### src/hw/rtl/assert_macros.svh
// Assertion macros shared by the RTL files that carry concurrent checks.
// Every macro samples on clk and is disabled while rst is high.
`ifndef ASSERT_MACROS_SVH
`define ASSERT_MACROS_SVH

// A condition that holds at every clock edge outside reset.
`define ASSERT_ALWAYS(label, cond, msg) \
  label: assert property (@(posedge clk) disable iff (rst) (cond)) else $error(msg);

// A consequent that holds in the same cycle as its antecedent.
`define ASSERT_IMPLIES(label, ante, cons, msg) \
  label: assert property (@(posedge clk) disable iff (rst) (ante) |-> (cons)) else $error(msg);

// A consequent that holds in the cycle after its antecedent.
`define ASSERT_NEXT(label, ante, cons, msg) \
  label: assert property (@(posedge clk) disable iff (rst) (ante) |=> (cons)) else $error(msg);

`endif

### src/hw/rtl/iied_pkg.sv
// Package for the IN/OUT exit-info decoder: payload types, decode state,
// prefix and opcode constants and the mode default function. No dependencies.
package iied_pkg;

  localparam int MAX_LENGTH = 15;

  localparam logic [1:0] MODE_LONG     = 2'd0;
  localparam logic [1:0] MODE_COMPAT32 = 2'd1;
  localparam logic [1:0] MODE_COMPAT16 = 2'd2;
  localparam logic [1:0] MODE_RESERVED = 2'd3;

  localparam logic [1:0] SIZE_8  = 2'd0;
  localparam logic [1:0] SIZE_16 = 2'd1;
  localparam logic [1:0] SIZE_32 = 2'd2;
  localparam logic [1:0] SIZE_64 = 2'd3;

  localparam logic [7:0] PFX_ES      = 8'h26;
  localparam logic [7:0] PFX_CS      = 8'h2E;
  localparam logic [7:0] PFX_SS      = 8'h36;
  localparam logic [7:0] PFX_DS      = 8'h3E;
  localparam logic [7:0] PFX_FS      = 8'h64;
  localparam logic [7:0] PFX_LOCK    = 8'hF0;
  localparam logic [7:0] PFX_OPSIZE  = 8'h66;
  localparam logic [7:0] PFX_ADSIZE  = 8'h67;
  localparam logic [7:0] PFX_REPNE   = 8'hF2;
  localparam logic [7:0] PFX_REP     = 8'hF3;
  localparam logic [3:0] REX_HIGH    = 4'h4;
  localparam logic [7:0] OP_IMM_LOW  = 8'hE4;
  localparam logic [7:0] OP_IMM_HIGH = 8'hE7;
  localparam logic [7:0] OP_DX_LOW   = 8'hEC;
  localparam logic [7:0] OP_DX_HIGH  = 8'hEF;

  localparam int INFO_IN    = 0;
  localparam int INFO_REP   = 3;
  localparam int INFO_SZ8   = 4;
  localparam int INFO_SZ16  = 5;
  localparam int INFO_SZ32  = 6;
  localparam int INFO_A16   = 7;
  localparam int INFO_A32   = 8;
  localparam int INFO_A64   = 9;
  localparam int INFO_PORT  = 16;

  typedef struct packed {
    logic [7:0]  code_byte;
    logic [15:0] dx_port;
  } item_t;

  typedef struct packed {
    logic [31:0] exit_info;
    logic [3:0]  instruction_length;
    logic        supported;
  } result_t;

  typedef struct packed {
    logic       await_immediate;
    logic [1:0] data_size_code;
    logic [1:0] addr_size_code;
    logic       rex_seen;
    logic       rep_seen;
    logic [1:0] held_opcode;
    logic [3:0] prefix_count;
  } dec_state_t;

  function automatic dec_state_t start_state(input logic [1:0] mode);
    dec_state_t s;
    s = '0;
    unique case (mode)
      MODE_COMPAT32: begin
        s.data_size_code = SIZE_32;
        s.addr_size_code = SIZE_32;
      end
      MODE_COMPAT16: begin
        s.data_size_code = SIZE_16;
        s.addr_size_code = SIZE_16;
      end
      default: begin
        s.data_size_code = SIZE_32;
        s.addr_size_code = SIZE_64;
      end
    endcase
    return s;
  endfunction

endpackage

### src/hw/rtl/iied_decoder.sv
// Byte decoder of the IN/OUT exit-info decoder: mode register, prefix state
// and the combinational result of one byte. Depends on iied_pkg.
module iied_decoder (
  input  logic             clk,
  input  logic             rst,
  input  logic             cfg_we,
  input  logic [1:0]       cfg_data,
  input  logic             step,
  input  iied_pkg::item_t  item,
  output logic             res_valid,
  output iied_pkg::result_t res
);
  import iied_pkg::*;

  logic [1:0] mode;
  dec_state_t state;
  dec_state_t state_next;
  logic       long_mode;
  logic [7:0] b;
  logic [3:0] count_inc;

  function automatic logic [31:0] build_info(input dec_state_t s, input logic [1:0] op,
                                             input logic [15:0] port);
    logic [31:0] info;
    info = '0;
    info[INFO_IN] = ~op[1];
    if (!op[0]) begin
      info[INFO_SZ8] = 1'b1;
    end else if (s.data_size_code == SIZE_16) begin
      info[INFO_SZ16] = 1'b1;
    end else begin
      info[INFO_SZ32] = 1'b1;
    end
    info[INFO_A16] = (s.addr_size_code == SIZE_16);
    info[INFO_A32] = (s.addr_size_code == SIZE_32);
    info[INFO_A64] = (s.addr_size_code == SIZE_64);
    info[INFO_REP] = s.rep_seen;
    info[INFO_PORT +: 16] = port;
    return info;
  endfunction

  function automatic logic [3:0] length_of(input logic [3:0] count, input logic [1:0] body);
    logic [4:0] len;
    len = {1'b0, count} + {3'b0, body};
    if (len > 5'(MAX_LENGTH)) begin
      len = 5'(MAX_LENGTH);
    end
    return len[3:0];
  endfunction

  assign b         = item.code_byte;
  assign long_mode = (mode == MODE_LONG) || (mode == MODE_RESERVED);
  assign count_inc = (state.prefix_count == 4'hF) ? state.prefix_count
                                                  : state.prefix_count + 4'd1;

  always_comb begin
    state_next = state;
    res_valid  = 1'b0;
    res        = '0;
    priority if (state.await_immediate) begin
      res_valid              = 1'b1;
      res.exit_info          = build_info(state, state.held_opcode, {8'h00, b});
      res.instruction_length = length_of(state.prefix_count, 2'd2);
      res.supported          = 1'b1;
      state_next             = start_state(mode);
    end else if (b == PFX_ES || b == PFX_CS || b == PFX_SS || b == PFX_DS ||
                 b == PFX_FS || b == PFX_LOCK) begin
      state_next.prefix_count = count_inc;
    end else if (long_mode && b[7:4] == REX_HIGH) begin
      state_next.rex_seen     = 1'b1;
      if (b[3]) begin
        state_next.data_size_code = SIZE_64;
      end
      state_next.prefix_count = count_inc;
    end else if (b == PFX_OPSIZE) begin
      if (!state.rex_seen) begin
        state_next.data_size_code = (mode == MODE_COMPAT16) ? SIZE_32 : SIZE_16;
      end
      state_next.prefix_count = count_inc;
    end else if (b == PFX_ADSIZE) begin
      state_next.addr_size_code = (mode == MODE_COMPAT32) ? SIZE_16 : SIZE_32;
      state_next.prefix_count   = count_inc;
    end else if (b == PFX_REPNE || b == PFX_REP) begin
      state_next.rep_seen     = 1'b1;
      state_next.prefix_count = count_inc;
    end else if (b >= OP_IMM_LOW && b <= OP_IMM_HIGH) begin
      state_next.held_opcode     = b[1:0];
      state_next.await_immediate = 1'b1;
    end else if (b >= OP_DX_LOW && b <= OP_DX_HIGH) begin
      res_valid              = 1'b1;
      res.exit_info          = build_info(state, b[1:0], item.dx_port);
      res.instruction_length = length_of(state.prefix_count, 2'd1);
      res.supported          = 1'b1;
      state_next             = start_state(mode);
    end else begin
      res_valid              = 1'b1;
      res.instruction_length = length_of(state.prefix_count, 2'd1);
      state_next             = start_state(mode);
    end
  end

  always_ff @(posedge clk) begin
    if (rst) begin
      mode  <= MODE_LONG;
      state <= start_state(MODE_LONG);
    end else if (cfg_we) begin
      mode  <= cfg_data;
      state <= start_state(cfg_data);
    end else if (step) begin
      state <= state_next;
    end
  end

endmodule

### src/hw/rtl/iied_out_reg.sv
// Result register of the IN/OUT exit-info decoder, holding one transaction
// until the receiver takes it. Depends on iied_pkg.
module iied_out_reg (
  input  logic              clk,
  input  logic              rst,
  input  logic              load,
  input  iied_pkg::result_t load_data,
  input  logic              result_stall,
  output logic              free,
  output logic              result_valid,
  output iied_pkg::result_t result
);
  import iied_pkg::*;

  logic result_valid_next;

  assign free = !result_valid || !result_stall;

  always_comb begin
    result_valid_next = result_valid;
    if (load) begin
      result_valid_next = 1'b1;
    end else if (!result_stall) begin
      result_valid_next = 1'b0;
    end
  end

  always_ff @(posedge clk) begin
    if (rst) begin
      result_valid <= 1'b0;
    end else begin
      result_valid <= result_valid_next;
    end
  end

  always_ff @(posedge clk) begin
    if (load) begin
      result <= load_data;
    end
  end

endmodule

### src/hw/rtl/io_instruction_exit_info_decoder.sv
// Top level of the IN/OUT exit-info decoder: input register, byte decoder
// and result register. Depends on iied_pkg, iied_decoder, iied_out_reg and assert_macros.svh.
//
// Instruction bytes arrive on the item channel (item_valid, item_stall, item),
// one transaction per byte, each with the current DX value. Prefix bytes and
// the opcode of an imm8 form produce no result; the final byte of an
// instruction produces one transaction on the result channel (result_valid,
// result_stall, result) carrying the exit-info word, the length and the
// supported flag.
// A byte is registered in the input register on acceptance and is decoded once the
// result register is free; the decoded result is loaded into the result register,
// which raises result_valid. One byte is accepted every cycle while the result
// register is free or being emptied.
// When the receiver stalls with a result waiting, the input register holds
// its byte and item_stall rises until the result is taken.
// The mode register is written through cfg_valid, cfg_ready and cfg_data; the user must
// write it only while the block is idle, which the block does not enforce. A write
// restarts decoding with that mode's sizes; reset empties both registers and restarts in long mode.
module io_instruction_exit_info_decoder (
  input  logic              clk,
  input  logic              rst,
  input  logic              item_valid,
  output logic              item_stall,
  input  iied_pkg::item_t   item,
  output logic              result_valid,
  input  logic              result_stall,
  output iied_pkg::result_t result,
  input  logic              cfg_valid,
  output logic              cfg_ready,
  input  logic [1:0]        cfg_data
);
  import iied_pkg::*;
  `include "assert_macros.svh"

  logic    held_valid;
  logic    held_valid_next;
  item_t   held_item;
  logic    out_free;
  logic    step;
  logic    accept;
  logic    dec_valid;
  result_t dec_result;

  assign cfg_ready  = 1'b1;
  assign step       = held_valid && out_free;
  assign item_stall = held_valid && !out_free;
  assign accept     = item_valid && !item_stall;

  always_comb begin
    held_valid_next = held_valid;
    if (accept) begin
      held_valid_next = 1'b1;
    end else if (step) begin
      held_valid_next = 1'b0;
    end
  end

  always_ff @(posedge clk) begin
    if (rst) begin
      held_valid <= 1'b0;
    end else begin
      held_valid <= held_valid_next;
    end
  end

  always_ff @(posedge clk) begin
    if (accept) begin
      held_item <= item;
    end
  end

  iied_decoder u_decoder (
    .clk       (clk),
    .rst       (rst),
    .cfg_we    (cfg_valid && cfg_ready),
    .cfg_data  (cfg_data),
    .step      (step),
    .item      (held_item),
    .res_valid (dec_valid),
    .res       (dec_result)
  );

  iied_out_reg u_out_reg (
    .clk          (clk),
    .rst          (rst),
    .load         (step && dec_valid),
    .load_data    (dec_result),
    .result_stall (result_stall),
    .free         (out_free),
    .result_valid (result_valid),
    .result       (result)
  );

  `ASSERT_IMPLIES(a_unsupported_zero, result_valid && !result.supported, result.exit_info == 32'h0, "unsupported result carries a non-zero word")
  `ASSERT_IMPLIES(a_length_range, result_valid, result.instruction_length != 4'h0 && 32'(result.instruction_length) <= MAX_LENGTH, "instruction length out of range")
  `ASSERT_IMPLIES(a_sizes_onehot, result_valid && result.supported, $onehot(result.exit_info[6:4]) && $onehot(result.exit_info[9:7]), "size fields not one-hot")
  `ASSERT_NEXT(a_held_until_step, held_valid && !out_free, held_valid && $stable(held_item), "held byte lost while stalled")

endmodule

### config.mk
export PLATFORM = sky130hd
export DESIGN_NAME = io_instruction_exit_info_decoder
export DESIGN_NICKNAME = d
export VERILOG_FILES = /design/src/hw/rtl/iied_pkg.sv /design/src/hw/rtl/iied_decoder.sv /design/src/hw/rtl/iied_out_reg.sv /design/src/hw/rtl/io_instruction_exit_info_decoder.sv
export VERILOG_INCLUDE_DIRS = /design/src /design/src/hw/rtl
export SDC_FILE = /design/constraint.sdc
export NUM_CORES = 1
export LEC_CHECK = 0
export BUFFER_PORTS_ARGS = -buffer_cell sky130_fd_sc_hd__buf_2
export CORE_ASPECT_RATIO = 1.5
export CORE_UTILIZATION = 45
export CTS_CLUSTER_SIZE = 24
export DETAILED_ROUTE_END_ITERATION = 6
export GPL_ROUTABILITY_DRIVEN = 0
export GPL_TIMING_DRIVEN = 1
export PLACE_DENSITY = 0.7
export SKIP_LAST_GASP = 1
export SYNTH_ARGS = -nofsm -noshare
export SYNTH_HDL_FRONTEND = slang
export SYNTH_HIERARCHICAL = 1
export SYNTH_SLANG_ARGS = --single-unit
export TNS_END_PERCENT = 1
### constraint.sdc
create_clock -name clk -period 2.7 [get_ports clk]
set_clock_uncertainty 0.05 [all_clocks]
set_input_delay 0 -clock clk [delete_from_list [all_inputs] [get_ports clk]]
set_output_delay 0 -clock clk [all_outputs]
set_load 0.02 [all_outputs]
Yosys cells after proc, flatten, opt, wreduce, memory -nomap -nowiden. Cells that the tools add are included.

Register bits: 78. Output and inout bits: 40. Logic and storage cells: 172.

Add/sub/neg operators: 3. Order comparisons: 6. Eq/ne operators: 43. Mux-type cells: 69. Bitwise logic cells: 3. Reductions and logical operators: 31.

Operators by type and width (count): 29-bit two-way mux (7); 13-bit two-way mux (8); 4-bit two-way mux (10); 8-bit by 6-bit == test with 1-bit output, second input constant (4); 8-bit by 7-bit == test with 1-bit output, second input constant (3); 8-bit == test, second input constant (3); 12-bit two-way mux (2); 2-bit two-way mux (12); 24-bit two-way mux (1); 6-bit AND reduction (4); 1-bit two-way mux (21); 6-bit two-way mux (3); 8-bit greater-or-equal comparator, second input constant (2); 8-bit <= comparator, second input constant (2); 4-bit one-hot mux with 2 select lines (2); 3-bit by 1-bit inequality test with 1-bit output, second input constant (5); 5-bit by 2-bit inequality test with 1-bit output, second input constant (3); 2-bit by 1-bit inequality test with 1-bit output, second input constant (6); 2-bit == test, second input constant (5); 5-bit by 4-bit greater-than comparator with 1-bit output, second input constant (2); 9-bit two-way mux (1); 3-bit by 2-bit inequality test with 1-bit output, second input constant (3); 2-bit by 1-bit == test with 1-bit output, second input constant (4); 1-bit logical OR (8); other kinds (20) (34).

Depth between registers and ports, before layout. Gate-level depths: netlist (run 1).

Word-level depth: 18. Mapped depth: 11.

Hierarchy. Netlist (run 1), hierarchy kept.

By module, submodules not included: iied_decoder (times used 1, cells each 239, area an instance 1644.1 um2, seq. area each 300.3 um2); iied_out_reg (times used 1, cells each 41, area an instance 1143.6 um2, seq. area each 1131.1 um2); io_instruction_exit_info_decoder (times used 1, cells each 32, area an instance 794.5 um2, seq. area each 740.7 um2).

Least setup slack after synthesis (run 1). Ideal clock, no wire load.

Kind: flip-flop to flip-flop. Start point: register held_item[23] (netlist name). End point: register u_out_reg/result[0] (netlist name). Setup time: 0.399 ns. Arrival time: 2.347 ns. Setup slack: -0.096 ns. Stages on the path, launching flop included: 7. Path buffers: 0. Clock period less this slack: 2.796 ns. Cell sequence: edfxtp_1 and4b_4 o2111a_2 nor2_1 a21oi_1 inv_1 and3_1.

Word-level cells in the longest chain between the ends: 10. Elaborated cells on any way between the ends: 29. Those cells by class: 2 x order compare; 11 x eq/ne; 7 x mux; 9 x reduce/logical.

Ends and longest elaborated chain: from (decl) (line io_instruction_exit_info_decoder.sv:37) `item_t held_item;`; from (signal assigned) (line io_instruction_exit_info_decoder.sv:68) `held_item <= item;`; 8-bit greater-or-equal comparator or 8-bit <= comparator (tied branches) (line iied_decoder.sv:86) `end else if (b >= OP_IMM_LOW && b <= OP_IMM_HIGH) begin`; 1-bit logical AND (line iied_decoder.sv:86); 1-bit two-way mux (line iied_decoder.sv:86); 1-bit two-way mux (line iied_decoder.sv:83) `end else if (b == PFX_REPNE || b == PFX_REP) begin`; 1-bit two-way mux (line iied_decoder.sv:80) `end else if (b == PFX_ADSIZE) begin`; 1-bit two-way mux (line iied_decoder.sv:75) `end else if (b == PFX_OPSIZE) begin`; 1-bit two-way mux (line iied_decoder.sv:69) `end else if (long_mode && b[7:4] == REX_HIGH) begin`; 1-bit two-way mux (*) (line iied_decoder.sv:66) `end else if (b == PFX_ES || b == PFX_CS || b == PFX_SS || b == PFX_DS ||`; 1-bit two-way mux (*) (line iied_decoder.sv:60) `priority if (state.await_immediate) begin`; named net dec_valid (line io_instruction_exit_info_decoder.sv:41) `logic dec_valid;`; 1-bit logical AND (*) (line io_instruction_exit_info_decoder.sv:86) `.load (step && dec_valid),`.

The timed path passes the listed nets; every way through them passes the cells marked *. A chain may end at the register's enable or synchronous reset.

Worst setup path after layout (run 1).
Start point: register u_decoder.mode[0]. End point: register u_out_reg.result_valid.

Word-level cells in the longest chain between the ends: 8. Elaborated cells on any way between the ends: 10. Those cells by class: 2 x eq/ne; 4 x mux; 4 x reduce/logical.

Ends and longest elaborated chain: from (decl) (line iied_decoder.sv:15) `logic [1:0] mode;`; from (signal assigned) (line iied_decoder.sv:107) `mode <= cfg_data;`; 2-bit == test or 2-bit logical NOT (tied branches) (line iied_decoder.sv:52) `assign long_mode = (mode == MODE_LONG) || (mode == MODE_RESERVED);`; 1-bit logical OR (*) (line iied_decoder.sv:52); 1-bit logical AND (*) (line iied_decoder.sv:69); 1-bit two-way mux (*) (line iied_decoder.sv:69); 1-bit two-way mux (*) (line iied_decoder.sv:66); 1-bit two-way mux (*) (line iied_decoder.sv:60); named net dec_valid (line io_instruction_exit_info_decoder.sv:41); 1-bit logical AND (*) (line io_instruction_exit_info_decoder.sv:86); 2-bit by 1-bit inequality test with 1-bit output (no line) or 1-bit two-way mux (tied branches); to (signal assigned) (line iied_out_reg.sv:32) `result_valid <= result_valid_next;`; to (decl) (line iied_out_reg.sv:10) `output logic result_valid,`.

Marked as above.

==> results of run 1 <==
-- synth_stat cells, drive strengths merged (2+ instances only) --
library cell | instances | area (µm²)
a211oi | 3 | 22.5
a21oi | 19 | 95.1
a311oi | 3 | 26.3
a31o | 2 | 17.5
a31oi | 3 | 18.8
and2 | 3 | 18.8
and3 | 12 | 75.1
buf | 12 | 80.1
clkbuf | 11 | 41.3
conb | 2 | 7.51
dfxtp | 17 | 340
edfxtp | 61 | 1830
ha | 8 | 100
inv | 11 | 41.3
mux2i | 10 | 100
nand2 | 32 | 120
nand2b | 7 | 51.3
nand3 | 12 | 60.1
nand3b | 2 | 15.0
nor2 | 26 | 97.6
nor2b | 7 | 51.3
nor3 | 3 | 15.0
nor3b | 4 | 30.0
o21ai | 18 | 90.1
o31ai | 2 | 20.0
or2 | 2 | 12.5
or3 | 2 | 12.5
-- power by group --
| part | internal [mW] | switching (mW) | total, mW |
|---|---|---|---|
| combinational | 0.112 | 0.141 | 0.253 |
| sequential | 1.36 | 0.0304 | 1.39 |
| clock | 0.717 | 0.458 | 1.18 |
| total | 2.19 | 0.629 | 2.82 |
-- through the flow --
step                      utilization  cell area, µm²
after floorplan                     -            3610
after global placement          0.525            4020
after detailed placement        0.525            4020
after CTS                       0.604            4630
after global routing            0.604            4630
final                           0.604            4630
-- flip-flops by register name, summed over array words and instances (netlist names) --
register,flops
held_item,24
u_out_reg/result,37
u_decoder/state,13
u_decoder/mode,2
held_valid,1
u_out_reg/result_valid,1
-- kinds of logic after synthesis --
group / after synthesis
other: 2
XOR/XNOR: 1
adder cells (fa/ha/maj): 8
AND/OR/NAND/NOR: 117
multiplexers: 11
flip-flops: 78
buffers and inverters: 34
AO/OA/AOI/OAI: 61
-- worst reg2reg max path, delay by kind of cell (launching register included) --
| family | cells | cell delay (ns) |
|---|---|---|
| simple gates | 6 | 0.93 |
| compound gates | 2 | 0.36 |
| flops | 1 | 0.35 |
| buf+inv | 3 | 0.33 |
| fa+ha+maj | 1 | 0.26 |
-- final timing paths --
check                     start                     end  cells past startpoint
max           u_decoder/mode[0]  u_out_reg/result_valid                     12
max reg2reg   u_decoder/mode[0]  u_out_reg/result_valid                     12
min                   cfg_valid     u_decoder/state[11]                      4
min reg2reg  u_decoder/state[5]      u_decoder/state[5]                      2
-- area by class of cell --
class | instances | share of cell area
Clock buffer | 9 | 0.0486
Inverter | 11 | 0.00892
Sequential cell | 78 | 0.469
Clock inverter | 7 | 0.0157
Timing Repair Buffer | 107 | 0.153
Multi-Input combinational cell | 207 | 0.277
Tap cell | 102 | 0.0276
-- routing by layer --
| layer | GRT usage | wire length, µm | share of wire | vias up |
|---|---|---|---|---|
| met1 | 0.193 | 2800 | 0.40 | 1210 |
| met5 | 0 | 0 | 0 | - |
| met4 | 0.107 | 235 | 0.033 | 0 |
| met2 | 0.325 | 3740 | 0.53 | 82 |
| li1 | - | - | - | 1320 |
| met3 | 0.0418 | 272 | 0.039 | 18 |
==> flow_summary.yaml, run 1 <==
status:
  outcome: "finished clean"
worst_setup_path:
  cpMaxStageDelayCell: "dfxtp_1"
  path_buf_inv: 3
  critical_path.max_fanout: 26
  slowest_delay_ns: 0.35
  worst_setup_path_start_kind: "flip-flop"
  cp.arrival_ns: 2.57
  worstSetupEndpointType: "flip-flop"
  crit_family: "simple AND/OR/NAND/NOR gates"
  critical_path_required_ns: 2.87
  critPathKind: "flip-flop to flip-flop"
  crit_chain: "inv_1, ha_1, nor3b_1, nand3b_1, nand2_1, nor2_1, a21oi_1, inv_1, and3_2, buf_4, a21oi_1, nor2_1"
  rrSetupSlack_ns: 0.30
logic_synthesis:
  synth_mux_area_frac: 0.0321
  async_reset_ff_frac: 0
  synthCells: 312
  ys_seq_elements: 78
  ys_types: 51
  yosysSeqAreaShare: 0.606
  synth_top_family_by_area: "simple AND/OR/NAND/NOR gates"
  synth_compound_area_frac: 0.114
  ys.warnings.count: 6
  synth_edf_count: 61
  synth_xor_area_frac: 0.00244
  synth.avg_cell_area_um2: 11.5
  synthAdderAreaFrac: 0.0279
  syn-cell-area_mm2: 0.00358
  synth-simple-area-share: 0.170
  synth_top_flop_cell: "edfxtp_1"
detailed_routing:
  drcViolationCount: 0
  drt_iter0_drc: 66
  wl_per_cell_um: 13.5
  finalWirelength_mm: 7.04
  via_per_inst: 5.05
  dr.pass1.iters: 4
  ant_nets: 0
  vias: 2630
placement:
  dp_hpwl_mm: 4.89
  portBuffers: 69
  dp_slack_ns: 0.337
  dp_cells: 474
timing:
  rsz0062_at_grt: "false"
  finalSetupViolCount: 0
  relSlewSlack: 0.549
  setup_ws_ns: 0.304
  clock.fmax_mhz: 417
  whs_ns: 0.187
  tns_ns: 0
  fin_crit_sh: 0.888
  report.final.slew_viol_count: 0
  layout_min_cycle_time_ns: 2.40
  finalHoldViolations: 0
  tightest_slew_ns: 0.673
clock_tree:
  htreeDepth: 3
  cts_root_buf: "clkbuf_16"
  cts_resized: 0
  numCtsBuffers: 9
  cts_sinks: 78
  postCtsSetupBuffers: 0
  clk_pin_slew_ns: 0.06
  hold_buffers: 31
  cts_tree: "yes"
  clock_latency_ns: 0.33
  clock_path_buffers: 2
global_route:
  grt_pass1_wl_mm: 11.5
  grt.total_usage: 0.185
  antenna_found_initial: 0
  first_global_vias: 2608
  grt_overflow: 0
  grt_max_degree: 31
die:
  io_pins: 71
  die_area_mm2: 0.00833
  fp.dieH_um: 111
  die_w_um: 74.9
  start_util: 0.468
  num_rows: 39
  core_area_mm2: 0.00766
pwr:
  power.total_mw: 2.82
  leakagePower_nw: 1.81
  p_per_area_mw_per_mm2: 609
  vdd_ir_drop_max_v: 0.000433
min_path:
  hold_class: "input port to flip-flop"
finish:
  area_delta_synth_final_pct: 29.2
  regArea_mm2: 0.00217
  multi_input_area_mm2: 0.00128
  drive_above_1_share: 0.253
  finalNonFillerCells: 521
  layout_common_cells: "69 x buf_2, 61 x edfxtp_1, 32 x nand2_1"
  fin_nets: 453
  mostFrequentLayoutCell: "buf_2"
  diodes: 0
  nFillCells: 664
flow_run:
  maxCapViolCount: 0
(Power assumes the default switching activity.)
==> inputs of run 2 (changes only) <==
--- a/config.mk
+++ b/config.mk
@@ -6,6 +6,7 @@
 export SDC_FILE = /design/constraint.sdc
 export NUM_CORES = 1
 export LEC_CHECK = 0
+export ABC_AREA = 1
 export BUFFER_PORTS_ARGS = -buffer_cell sky130_fd_sc_hd__buf_2
 export CORE_ASPECT_RATIO = 1.5
 export CORE_UTILIZATION = 45
==> run 2 against run 1 <==
  * Clock power increased by 16%
  * Global-route usage increased by 0.20 points
  * Sequential cell count stayed put
  * Register-to-register slack better by 0.19 ns
  * Sequential share of layout area shrank 1.6 points
  * Total power increased by 9.6%
  * Routed wire length rose by 8.0%
  * Core utilization shrank 0.54 points
  * Non-clock buffer count decreased by 5
  * Synthesized cell count up 25%
  * Clock-buffer cell count is the same
  * Sequential power barely moved
  * Largest cell class unchanged
  * Highest routed layer unchanged
==> flow_summary.yaml, run 2 <==
min_path:
  hold_class: "input port to flip-flop"
  hold_depth: 4
finish:
  diodes: 0
  drive_above_1_share: 0.244
  area_delta_synth_final_pct: 29.3
  largest_reg_flops: 37
  largestRegisters: "u_out_reg/result (37), held_item (24), u_decoder/state (13)"
  finalNonFillerCells: 604
  largest-register: "u_out_reg/result"
  mostFrequentLayoutCell: "nand2_1"
  nFillCells: 677
  layout_common_cells: "94 x nand2_1, 69 x buf_2, 61 x edfxtp_1"
  fin_nets: 533
  post-route-util: 0.599
worst_setup_path:
  worst_setup_path_start_kind: "flip-flop"
  critical_path_required_ns: 2.67
  critical_path.max_fanout: 38
  worstSetupEndpointType: "flip-flop"
  cp.arrival_ns: 2.19
  critPathKind: "flip-flop to flip-flop"
  reg2reg_depth: 12
detailed_routing:
  dr.pass1.iters: 7
  via_per_inst: 4.83
  finalWirelength_mm: 7.61
  drcViolationCount: 0
  wl_per_cell_um: 12.6
  ant_nets: 0
  drt_iter0_drc: 189
  vias: 2920
logic_synthesis:
  synthCells: 391
  synth_edf_count: 61
  ys_top_cells_by_area: "edfxtp_1 49%, nand2_1 9.5%, dfxtp_1 9.2%, nor2_1 5.0%, inv_1 3.8%"
  ys_seq_elements: 78
  synth_top_area_frac: 0.494
  ys_types: 34
  synth_top_flop_cell: "edfxtp_1"
  synth_top_cell_by_area: "edfxtp_1"
  async_reset_ff_frac: 0
  synth_commonest_cells: "94 x nand2_1, 61 x edfxtp_1, 49 x nor2_1"
  synth.avg_cell_area_um2: 9.48
  syn-cell-area_mm2: 0.00371
  yosysMostFrequentCell: "nand2_1"
  yosysSeqAreaShare: 0.586
  ys.warnings.count: 6
clock_tree:
  clock_path_buffers: 2
  cts_root_buf: "clkbuf_16"
  htreeDepth: 3
  cts_sinks: 78
  clk_pin_slew_ns: 0.06
  numCtsBuffers: 9
  cts_tree: "yes"
  clock_latency_ns: 0.33
  postCtsSetupBuffers: 0
timing:
  fin_crit_sh: 0.819
  layout_min_cycle_time_ns: 2.21
  finalHoldViolations: 0
  finalSetupViolCount: 0
  tightest_slew_ns: 0.595
  clock.fmax_mhz: 452
  relSlewSlack: 0.602
  tns_ns: 0
  rsz0062_at_grt: "false"
  report.final.slew_viol_count: 0
placement:
  dp_cells: 558
  portBuffers: 69
  dp_hpwl_mm: 5.25
global_route:
  antenna_found_initial: 0
  first_global_vias: 2826
  grt_use_met2: 0.344
  grt_overflow: 0
  grt_max_degree: 42
  gr-max-usage-layer: "met2"
  grt_pass1_wl_mm: 12.2
  grt_util_met1: 0.179
  use_met3: 0.0565
  grt.total_usage: 0.187
pwr:
  vdd_ir_drop_max_v: 0.000694
  leakagePower_nw: 2.15
  p_per_area_mw_per_mm2: 644
die:
  num_rows: 40
  die_w_um: 76.1
  core_area_mm2: 0.00801
  start_util: 0.463
  io_pins: 71
  fp.dieH_um: 113
  die_area_mm2: 0.00862
flow_run:
  maxCapViolCount: 0
status:
  outcome: "finished clean"
==> run 2: final cells by class <==
| cell class | instances | area, µm² | share of cell area |
|---|---|---|---|
| Sequential cell | 78 | 2170 | 0.453 |
| Multi-Input combinational cell | 256 | 1290 | 0.269 |
| Timing Repair Buffer | 102 | 681 | 0.142 |
| Clock buffer | 9 | 225 | 0.0470 |
| Inverter | 47 | 176 | 0.0368 |
| Tap cell | 105 | 131 | 0.0274 |
| Clock inverter | 7 | 120 | 0.0250 |
==> run 2: metal layers <==
| layer | wire length, µm | vias to the layer above |
|---|---|---|
| met4 | 257 | 0 |
| met5 | 0 | - |
| met1 | 2820 | 1311 |
| met3 | 426 | 22 |
| met2 | 4110 | 106 |
| li1 | - | 1481 |
==> run 2: worst max-delay path: stages (launching register included) <==
cell	delay, ns
dfxtp_1	0.33
inv_1	0.06
ha_1	0.31
nand3_1	0.17
nand2_1	0.12
nor2_4	0.12
nand2_4	0.09
nor2_4	0.11
inv_2	0.06
nand2_1	0.06
inv_1	0.06
nor2_4	0.12
buf_12	0.23
==> run 2: cells by family after synthesis <==
logic type               Yosys count  synth area share
adder cells (fa/ha/maj)            8            0.0270
flip-flops                        78             0.586
XOR/XNOR                           1           0.00236
AND/OR/NAND/NOR                  191             0.229
other                              2           0.00203
AO/OA/AOI/OAI                     47            0.0779
buffers and inverters             64            0.0756
==> run 2: timing repair <==
action / in CTS / in global routing
hold endpoints to repair: 31 / 0
hold buffers: 30 / 0
gates resized for setup: 0 / 0
==> run 2: stage by stage <==
step / total power [mW] / hold WS [ns] / setup slack, ns / instance area (µm²)
2_1_floorplan: 1.62 / 0.0124 / 0.322 / 3740
6_report: 3.09 / 0.0745 / 0.489 / 4800
3_3_place_gp: 1.70 / 0.127 / 0.540 / 4150
3_5_place_dp: 1.71 / 0.128 / 0.490 / 4150
4_1_cts: 3.11 / 0.0426 / 0.474 / 4800
5_1_grt: 3.20 / 0.0808 / 0.316 / 4800
==> run 2: final timing paths <==
| kind | startpoint | end | slack, ns |
|---|---|---|---|
| worst max-delay path | u_decoder/mode[0] | u_out_reg/result[24] | 0.49 |
| worst max register to register | u_decoder/mode[0] | u_out_reg/result[24] | 0.49 |
| worst min-delay path | cfg_valid | u_decoder/state[4] | 0.07 |
| worst min register to register | u_out_reg/result_valid | u_out_reg/result_valid | 0.44 |
==> run 2: report_power, final <==
part           switching, mW  internal (mW)
clock                  0.467          0.907
sequential            0.0324           1.36
combinational          0.196          0.123
